### config.mk
export PLATFORM = sky130hd
export DESIGN_NAME = top_k_score_selector_unit
export DESIGN_NICKNAME = d
export VERILOG_FILES = /design/src/rtl/core/tks_pkg.sv /design/src/rtl/core/tks_cell.sv /design/src/rtl/core/top_k_score_selector_unit.sv
export SDC_FILE = /design/constraint.sdc
export NUM_CORES = 1
export LEC_CHECK = 0
export CAP_MARGIN = 40
export CELL_PAD_IN_SITES_DETAIL_PLACEMENT = 0
export CELL_PAD_IN_SITES_GLOBAL_PLACEMENT = 1
export CORE_ASPECT_RATIO = 1.5
export CORE_UTILIZATION = 50
export DETAILED_ROUTE_END_ITERATION = 8
export DONT_BUFFER_PORTS = 1
export PLACE_DENSITY = 0.79
export SLEW_MARGIN = 15
export SYNTH_ARGS = -nofsm -noshare
export SYNTH_HDL_FRONTEND = slang
export SYNTH_SLANG_ARGS = --single-unit
### constraint.sdc
create_clock -name clock -period 9.9 [get_ports clock]
set_input_delay 0 -clock clock [delete_from_list [all_inputs] [get_ports clock]]
set_output_delay 0 -clock clock [all_outputs]
set_load 0.01 [all_outputs]
### src/rtl/core/tks_pkg.sv
package tks_pkg;

   localparam int unsigned ScoreWidth = 32;
   localparam int unsigned TopCountWidth = 4;
   localparam int unsigned TopCountReset = 5;

   typedef logic [ScoreWidth-1:0] score_type;

   // Ordering key: a larger key is a better score; every NaN maps to zero
   // and both zeros map to the same key.
   function automatic score_type order_key(input score_type bits);
      score_type mag;
      mag = {1'b0, bits[ScoreWidth-2:0]};
      if (mag > 32'h7F80_0000) begin
         order_key = '0;
      end else if (mag == '0) begin
         order_key = 32'h8000_0000;
      end else if (bits[ScoreWidth-1]) begin
         order_key = ~bits;
      end else begin
         order_key = bits | 32'h8000_0000;
      end
   endfunction

endpackage

### src/rtl/core/tks_cell.sv
module tks_cell #(
   parameter int unsigned IdxWidth = 10
) (
   input  logic                   clock,
   input  logic                   reset,
   input  logic                   clear,
   input  logic                   ins_en,
   input  tks_pkg::score_type     new_score,
   input  tks_pkg::score_type     new_key,
   input  logic [IdxWidth-1:0]    new_index,
   input  logic                   left_moves,
   input  logic                   left_valid,
   input  tks_pkg::score_type     left_score,
   input  logic [IdxWidth-1:0]    left_index,
   output logic                   moves,
   output logic                   valid,
   output tks_pkg::score_type     score,
   output logic [IdxWidth-1:0]    index
);

   logic                valid_ff;
   tks_pkg::score_type  score_ff;
   tks_pkg::score_type  key_ff;
   logic [IdxWidth-1:0] index_ff;

   // This cell is displaced when empty or strictly worse than the newcomer.
   assign moves = !valid_ff || (key_ff < new_key);
   assign valid = valid_ff;
   assign score = score_ff;
   assign index = index_ff;

   always_ff @(posedge clock) begin
      if (reset || clear) begin
         valid_ff <= 1'b0;
      end else if (ins_en && moves) begin
         valid_ff <= left_moves ? left_valid : 1'b1;
      end
      if (ins_en && moves) begin
         if (left_moves) begin
            score_ff <= left_score;
            key_ff   <= tks_pkg::order_key(left_score);
            index_ff <= left_index;
         end else begin
            score_ff <= new_score;
            key_ff   <= new_key;
            index_ff <= new_index;
         end
      end
   end

endmodule

### src/rtl/core/top_k_score_selector_unit.sv
// Channel  | Direction | Contents
// req_     | in        | tdata = score[31:0]; tlast = last_score
// rsp_     | out       | tdata = rank[2:0], class_index[12:3], ranked_score[44:13],
//          |           |         zero fill; tuser = overflow; tlast = last_rank
// csr_     | in        | data = top_count[3:0]
// A score enters the insertion chain, one request a cycle while req_tready holds.
// A last request starts a report of one result a cycle from the chain while
// the output is free; no request is taken until the final result is delivered.
// Reset is synchronous, active high, and leaves the chain empty and
// top_count at five. Results wait in the output register under stall.
module top_k_score_selector_unit #(
   parameter int unsigned MAX_TOP = 8,
   parameter int unsigned MAX_CLASSES = 1024
) (
   input  logic        clock,
   input  logic        reset,
   input  logic        req_tvalid,
   output logic        req_tready,
   input  logic [31:0] req_tdata,   // score
   input  logic        req_tlast,
   output logic        rsp_tvalid,
   input  logic        rsp_tready,
   output logic [47:0] rsp_tdata,   // rank, class_index, ranked_score, zero fill
   output logic [0:0]  rsp_tuser,   // overflow
   output logic        rsp_tlast,
   input  logic        csr_valid,
   output logic        csr_ready,
   input  logic [3:0]  csr_data     // top_count
);

   localparam int unsigned CntWidth = $clog2(MAX_CLASSES + 1);
   localparam int unsigned PosWidth = (MAX_TOP > 1) ? $clog2(MAX_TOP) : 1;
   localparam int unsigned IdxWidth = 10;

   typedef enum logic {ST_RANK, ST_REPORT} state_type;

   state_type           state_ff;
   logic [3:0]          top_count_ff;
   logic [CntWidth-1:0] count_ff;
   logic                ovf_ff;
   logic [PosWidth-1:0] pos_ff;
   logic                out_valid_ff;
   logic [47:0]         out_data_ff;
   logic                out_ovf_ff;
   logic                out_last_ff;

   logic                 accept;
   logic                 rank_it;
   logic                 clear;
   tks_pkg::score_type   new_key;
   logic [IdxWidth-1:0]  new_index;
   logic [MAX_TOP:0]     mv;
   logic [MAX_TOP:0]     vl;
   tks_pkg::score_type   sc [MAX_TOP+1];
   logic [IdxWidth-1:0]  ix [MAX_TOP+1];
   logic [PosWidth:0]    want;
   logic [PosWidth:0]    have_in;
   logic [PosWidth:0]    rd_sel;
   logic                 out_free;

   assign csr_ready  = 1'b1;
   assign req_tready = (state_ff == ST_RANK) && !out_valid_ff;
   assign accept     = req_tvalid && req_tready;
   assign rank_it    = accept && (count_ff < CntWidth'(MAX_CLASSES));
   assign new_key    = tks_pkg::order_key(req_tdata);
   assign new_index  = IdxWidth'(count_ff);
   assign out_free   = !out_valid_ff || rsp_tready;

   // The chain head: a virtual left neighbour that never moves.
   assign mv[0] = 1'b0;
   assign vl[0] = 1'b0;
   assign sc[0] = '0;
   assign ix[0] = '0;

   for (genvar g = 0; g < MAX_TOP; g++) begin : g_cell
      tks_cell #(.IdxWidth(IdxWidth)) u_cell (
         .clock     (clock),
         .reset     (reset),
         .clear     (clear),
         .ins_en    (rank_it),
         .new_score (req_tdata),
         .new_key   (new_key),
         .new_index (new_index),
         .left_moves(mv[g]),
         .left_valid(vl[g]),
         .left_score(sc[g]),
         .left_index(ix[g]),
         .moves     (mv[g+1]),
         .valid     (vl[g+1]),
         .score     (sc[g+1]),
         .index     (ix[g+1])
      );
   end

   // Reported entries: clamped top_count, limited by the filled cells.
   // The chain does not change during a report, but a top_count write during
   // a report still changes this count between the first result and the last.
   always_comb begin
      if (top_count_ff == '0) begin
         want = (PosWidth+1)'(1);
      end else if (32'(top_count_ff) > MAX_TOP) begin
         want = (PosWidth+1)'(MAX_TOP);
      end else begin
         want = (PosWidth+1)'(top_count_ff);
      end
      have_in = '0;
      for (int i = 0; i < MAX_TOP; i++) begin
         if (vl[i+1] && (32'(i) < 32'(want))) begin
            have_in = (PosWidth+1)'(i + 1);
         end
      end
   end

   // Cell number of the entry at the current rank; cell zero is the head.
   assign rd_sel = {1'b0, pos_ff} + 1'b1;

   assign clear = (state_ff == ST_REPORT) && out_free && (rd_sel == have_in);

   always_ff @(posedge clock) begin
      if (reset) begin
         state_ff     <= ST_RANK;
         top_count_ff <= 4'(tks_pkg::TopCountReset);
         count_ff     <= '0;
         ovf_ff       <= 1'b0;
         pos_ff       <= '0;
         out_valid_ff <= 1'b0;
      end else begin
         if (csr_valid) begin
            top_count_ff <= csr_data;
         end
         if (out_valid_ff && rsp_tready && (state_ff != ST_REPORT)) begin
            out_valid_ff <= 1'b0;
         end
         case (state_ff)
            ST_RANK: begin
               if (accept) begin
                  if (rank_it) begin
                     count_ff <= count_ff + 1'b1;
                  end else begin
                     ovf_ff <= 1'b1;
                  end
                  if (req_tlast) begin
                     state_ff <= ST_REPORT;
                     pos_ff   <= '0;
                  end
               end
            end
            ST_REPORT: begin
               if (out_free) begin
                  out_valid_ff <= 1'b1;
                  out_data_ff  <= {3'b000, sc[rd_sel], ix[rd_sel], 3'(pos_ff)};
                  out_ovf_ff   <= ovf_ff;
                  out_last_ff  <= clear;
                  pos_ff       <= pos_ff + 1'b1;
                  if (clear) begin
                     state_ff <= ST_RANK;
                     count_ff <= '0;
                     ovf_ff   <= 1'b0;
                  end
               end
            end
            default: state_ff <= ST_RANK;
         endcase
      end
   end

   assign rsp_tvalid = out_valid_ff;
   assign rsp_tdata  = out_data_ff;
   assign rsp_tuser  = out_ovf_ff;
   assign rsp_tlast  = out_last_ff;

endmodule
# Word level (Yosys, flattened, before mapping)
# Cells that the tools add are included.
classes:
  add_sub_neg: 3
  mul: 0
  n_div: 0
  order_cmp: 27
  n_eq_ne: 7
  shift: 0
  muxes: 90
  bitwise: 11
  reduce_logical: 55
ops:
  columns: ["op", "count"]
  rows:
  - ["$mux W32", 40]
  - ["$lt A32 B32 Y1", 8]
  - ["$not A32 Y32", 8]
  - ["$gt A31 B31 Y1 const B", 8]
  - ["$logic_not A31 Y1", 8]
  - ["$bmux W32 S4", 1]
  - ["$mux W10", 9]
  - ["$mux W11", 4]
  - ["$bmux W10 S4", 1]
  - ["$mux W4", 9]
  - ["$logic_and A1 B1 Y1", 23]
  - ["$pmux W11 S2", 1]
  - ["$mux W1", 19]
  - ["$lt A3 B4 Y1 const A", 4]
  - ["$add A11 B1 Y11 const B", 1]
  - ["$lt A11 B11 Y1 const B", 1]
  - ["$logic_or A1 B1 Y1", 10]
  - ["$logic_not A1 Y1", 9]
  - ["$mux W3", 3]
  - ["$lt A1 B4 Y1 const A", 2]
  - ["$lt A2 B4 Y1 const A", 2]
  - ["$reduce_and A4 Y1", 2]
  - ["$ne A2 B1 Y1 const B", 3]
  - ["$ne A2 B2 Y1 const B", 3]
  - ["other kinds (11)", 14]
word_totals:
  regBits: 668
  latch_bits: 0
  ram_bits: 0
  rom_bits: 0
  inputBits: 42
  out_inout_bits: 53
  elab_cells: 234
  mem_count: 0

# Depth between registers and ports, before layout
logic_depth:
  ltp_word: 18
  depth_mapped: 19
  ltp_nobuf: 14

# Hierarchy
# A second synthesis with hierarchy kept.
unflattened:
  hier_cells: 3303
  area_unflattened_um2: 39870.7
by_module_without_submodules:
  columns: ["module", "instances", "cells_each", "area_per_inst_um2", "seq_area_each_um2"]
  rows:
  - ["tks_cell", 8, 336, 4227.8, 2242.2]
  - ["top_k_score_selector_unit", 1, 615, 6048.3, 1831.8]

# Worst setup path before layout
# Ideal clock, no wire load.
synth_path:
  path_type: "input to register"
  startpoint: "input req_tdata[5]"
  endpoint: "register g_cell[4].u_cell.index_ff[0], enable pin"
  setup_time_ps: 531
  arrival_time_ps: 6642
  required_ps: 9369
  slack_ps: 2727
  stages: 15
  n_path_buf: 2
  path_cell_list: "buf_4 > nor4_4 > nand4_2 > o21a_1 > a21oi_1 > clkbuf_1 > nand2_1 > ha_1 > nand2_1 > nor2_1 > a221oi_1 > o21ai_0 > a2111oi_0 > o41ai_2 > a21oi_1"
synth_via:
  elab_chain_cells: 7
  word_cells_on_any_way: 9
  classes_between: "2 x order compare; 3 x mux; 1 x bitwise; 3 x reduce/logical"
synth_rtl:
  columns: ["element", "line_no", "text"]
  rows:
  - ["start, declared", "top_k_score_selector_unit.sv:19", "input logic [31:0] req_tdata,"]
  - ["parallel branches: the longest is 3 deep, another holds $gt A31 B31 Y1", null, null]
  - ["$mux W32 (*)", "tks_pkg.sv:14", "if (mag > 32'h7F80_0000) begin"]
  - ["$lt A32 B32 Y1 (*)", "tks_cell.sv:27", "assign moves = !valid_ff || (key_ff < new_key);"]
  - ["$logic_or A1 B1 Y1 (*)", "tks_cell.sv:27", null]
  - ["$logic_and A1 B1 Y1 (*)", "tks_cell.sv:38", "if (ins_en && moves) begin"]
  - ["end signal, assigned", "tks_cell.sv:42", "index_ff <= left_index;"]
  - ["end signal, assigned", "tks_cell.sv:46", "index_ff <= new_index;"]
  - ["end, declared", "tks_cell.sv:24", "logic [IdxWidth-1:0] index_ff;"]
# Mark *: on every way between the ends.
# A chain may end at the register's enable or synchronous reset.

# Final worst setup path
layout_path:
  startpoint: "input req_tdata[0]"
  endpoint: "register g_cell[2].u_cell.score_ff[14] (data pin)"
layout_via:
  elab_chain_cells: 7
  word_cells_on_any_way: 9
  classes_between: "2 x order compare; 4 x mux; 1 x bitwise; 2 x reduce/logical"
layout_rtl:
  columns: ["element", "line_no", "text"]
  rows:
  - ["parallel branches: the longest is 3 deep, another holds $gt A31 B31 Y1", null, null]
  - ["$mux W32 (*)", "tks_pkg.sv:14", null]
  - ["$lt A32 B32 Y1 (*)", "tks_cell.sv:27", null]
  - ["$logic_or A1 B1 Y1 (*)", "tks_cell.sv:27", null]
  - ["$mux W32 (*)", "tks_cell.sv:39", "if (left_moves) begin"]
  - ["end signal, assigned", "tks_cell.sv:40", "score_ff <= left_score;"]
  - ["end signal, assigned", "tks_cell.sv:44", "score_ff <= new_score;"]
  - ["end, declared", "tks_cell.sv:22", "tks_pkg::score_type score_ff;"]
# Marked as above.

==> impl_metrics.json <==
{
  "grt_max_degree": 63,
  "start_kind": "input pin",
  "cp.arrival_ns": 7.33,
  "die_w_microns": 230,
  "fin_ws_ns": 2.94,
  "drc": 0,
  "netlist_area_sq_um": 39100,
  "hold_depth": 4,
  "seqCellArea_sq_um": 19800,
  "cp_common_cell": "nand2_1",
  "drv_slew": 0,
  "r2r_setup_slack_ns": 5.24,
  "drt-total-wl_mm": 138,
  "htree_levels": 3,
  "hold_path_class": "in -> reg",
  "p_leak_nw": 16.5,
  "first_pass_iters": 8,
  "syn_inst": 3224,
  "die_area_sq_um": 79400,
  "detailed_place_hpwl_mm": 93.4,
  "vdd_drop_max_mv": 0.137,
  "vias_per_cell": 6.56,
  "cts_hold_buf": 48,
  "grt.overflow.total": 0,
  "synth_edf_count": 639,
  "finalNonFillerCells": 4272,
  "coreArea_sq_um": 77400,
  "cp_slowest_stage_delay_ns": 0.86,
  "ant_nets": 0,
  "ys.flop_type": "edfxtp_1",
  "place_inst": 4092,
  "criticalPathCategory": "in -> reg",
  "max_freq_mhz": 144,
  "port_buffers": 0,
  "fin_skew_ns": 0.0281,
  "antenna_found_initial": 0,
  "yosys_register_bits": 668,
  "drt_iter0_markers": 3133,
  "critPathSlowestCell": "dlygate4sd3_1",
  "final_nets": 3492,
  "hold_viol_final": 0,
  "cts_tree": "yes",
  "rsz0062_at_grt": "no",
  "grt_first_pass_wirelength_mm": 197,
  "fillers": 6460,
  "r2r-end": "g_cell[2].u_cell.score[14]$_DFFE_PP_",
  "clockBufferDepth": 3,
  "yosysSeqAreaShare": 0.505,
  "post-cts-setup-buffers": 0,
  "wire_per_inst_microns": 32.2,
  "rows": 125,
  "worst_pin_slew_ns": 0.993,
  "start_util": 0.506,
  "drive_above_1_share": 0.172,
  "pin_count": 95,
  "required_ns": 10.27,
  "layout_min_cycle_time_ns": 6.96,
  "track_usage": 0.347,
  "outcome": "finished clean",
  "maxSlewHeadroom": 0.332,
  "end_kind": "flip-flop",
  "ys_warn_count": 0,
  "synthArstFlopShare": 0,
  "min_from": "req_tvalid",
  "min_to": "pos_ff[1]$_SDFFE_PP0P_",
  "cts_root_buf": "clkbuf_16",
  "finalCritPeriodShare": 0.703,
  "p_per_area_nw_per_um2": 196,
  "final_util": 0.557,
  "dpl-instance-area_sq_um": 40300,
  "grt_pass1_vias": 28400,
  "clock-sinks": 668,
  "syn2layout_area_growth_pct": 10.1,
  "clkTransAtPathRegs_ns": 0.06,
  "fin_setup_tns_ns": 0,
  "cts-buffers-inserted": 69,
  "multiInputGateArea_sq_um": 18400,
  "insertion_delay_ns": 0.65,
  "cts_resized": 0,
  "cp_max_fo": 57,
  "crit_chain": "dlygate4sd3_1 > nor4_4 > nand4_2 > o21a_1 > a21oi_4 > nand2_1 > ha_1 > nand2_1 > nor3_1 > nand3_1 > a31oi_1 > a211o_1 > o21a_4 > buf_4 > mux2_2",
  "gp_congestion": 0.970,
  "setup_viol": 0,
  "stdcell_area_sq_um": 43100,
  "preCtsSetupSlack_ns": 3.27,
  "worstRegToRegCells": 9,
  "vias": 28000,
  "syn_area_per_cell_sq_um": 12.1,
  "r2r-start": "g_cell[1].u_cell.key_ff[31]$_DFFE_PP_",
  "ys_types": 72,
  "drv_cap": 0,
  "fp.dieH_microns": 345
}
cell usage after synthesis, drive strengths merged (10+ instances only):
master  number  share of area
dfxtp       29          0.015
edfxtp     639           0.49
mux2       294          0.087
inv         36         0.0035
a22o        43         0.0096
xnor2       37         0.0083
xor2       224          0.050
a21oi      170          0.022
a211oi      13         0.0025
nand3       30         0.0038
a21o        39         0.0075
clkbuf     133          0.013
mux2i      172          0.044
nand2      389          0.037
o31ai       37         0.0071
nor3        28         0.0038
buf         89          0.013
nand4       56         0.0091
nor4        61          0.011
o21a        14         0.0027
nand2b      10         0.0016
nor2       166          0.016
mux4        42          0.024
ha         250          0.080
o21ai      108          0.014
registers in the layout, summed over array words and instances (netlist names):
signal,flops
count_ff,11
g_cell.u_cell.key_ff,256
rsp_tvalid,1
rsp_tuser,1
rsp_tdata,45
g_cell.u_cell.valid,8
pos_ff,3
top_count_ff,4
g_cell.u_cell.index,80
g_cell.u_cell.score,256
ovf_ff,1
state_ff,1
rsp_tlast,1
how the worst max path moves through the flow:
stage | from | endpoint | slack (ns) | cells past startpoint
after floorplan | req_tdata[5] | g_cell[4].u_cell.index[0]$_DFFE_PP_ | 2.73 | 15
after global placement | req_tdata[17] | g_cell[2].u_cell.score[20]$_DFFE_PP_ | 2.98 | 16
after detailed placement | req_tdata[17] | g_cell[0].u_cell.key_ff[6]$_DFFE_PP_ | 3.27 | 16
after CTS | req_tdata[0] | g_cell[3].u_cell.key_ff[26]$_DFFE_PP_ | 3.24 | 17
after global routing | req_tdata[0] | g_cell[2].u_cell.score[14]$_DFFE_PP_ | 2.94 | 18
final | req_tdata[0] | g_cell[2].u_cell.score[14]$_DFFE_PP_ | 2.94 | 15
per-layer routing:
| layer | up-vias | part of all wire | global-route usage |
|---|---|---|---|
| li1 | 12000 | - | - |
| met1 | 14100 | 0.35 | 0.387 |
| met2 | 1446 | 0.50 | 0.606 |
| met3 | 446 | 0.071 | 0.0588 |
| met4 | 0 | 0.078 | 0.237 |
| met5 | - | 0 | 0 |
area by class of cell:
class,count,share of cell area
Clock inverter,38,0.00877
Timing Repair Buffer,125,0.0294
Inverter,36,0.00313
Antenna cell,4,0.000232
Tap cell,1016,0.0295
Sequential cell,668,0.459
Clock buffer,85,0.0424
Multi-Input combinational cell,2300,0.428
stage by stage:
stage / power (W) / hold WS [ns]
floorplan: 0.00510 / 0.0716
global placement: 0.00569 / 0.0644
detailed placement: 0.00577 / 0.0734
CTS: 0.00842 / 0.000251
global route: 0.00872 / 0.0371
finish: 0.00843 / 0.0271
cells in the final DEF, fill, tap and decap left out, types with 29 or more instances in the layout:
cell type / instances
a22o_1: 43
mux2_4: 29
a21oi_1: 167
o21ai_0: 107
nand2_1: 387
nor4_1: 53
xor2_1: 224
buf_4: 50
o31ai_1: 37
clkbuf_16: 70
mux2_2: 265
dlygate4sd3_1: 48
mux4_2: 42
mux2i_1: 172
edfxtp_1: 639
nor2_1: 156
xnor2_1: 36
ha_1: 249
nand4_1: 55
nand3_1: 29
a21o_1: 39
inv_1: 36
cells by family after synthesis:
logic type | share of synthesized area
buffers and inverters | 0.0293
muxes | 0.156
and+or+nand+nor | 0.0910
adders and majority gates | 0.0799
other | 0.000192
AOI/OAI and AO/OA | 0.0805
xor gates and xnor gates | 0.0584
DFF | 0.505
critical path, delay by kind of cell:
| family | cells | cell delay, ns |
|---|---|---|
| AOI/OAI and AO/OA | 5 | 2.13 |
| and+or+nand+nor | 6 | 2.62 |
| adders and majority gates | 1 | 0.49 |
| muxes | 1 | 0.42 |
| buffers and inverters | 2 | 1.56 |
report_power, final:
part	leakage [nW]	internal (W)	total (W)	switching [W]
Clock	1.07	0.00146	0.00264	0.00118
Sequential	6.38	0.00363	0.00392	0.000294
Combinational	9.01	0.000729	0.00186	0.00113
Total	16.5	0.00582	0.00843	0.00261
(Power assumes the default switching activity.)
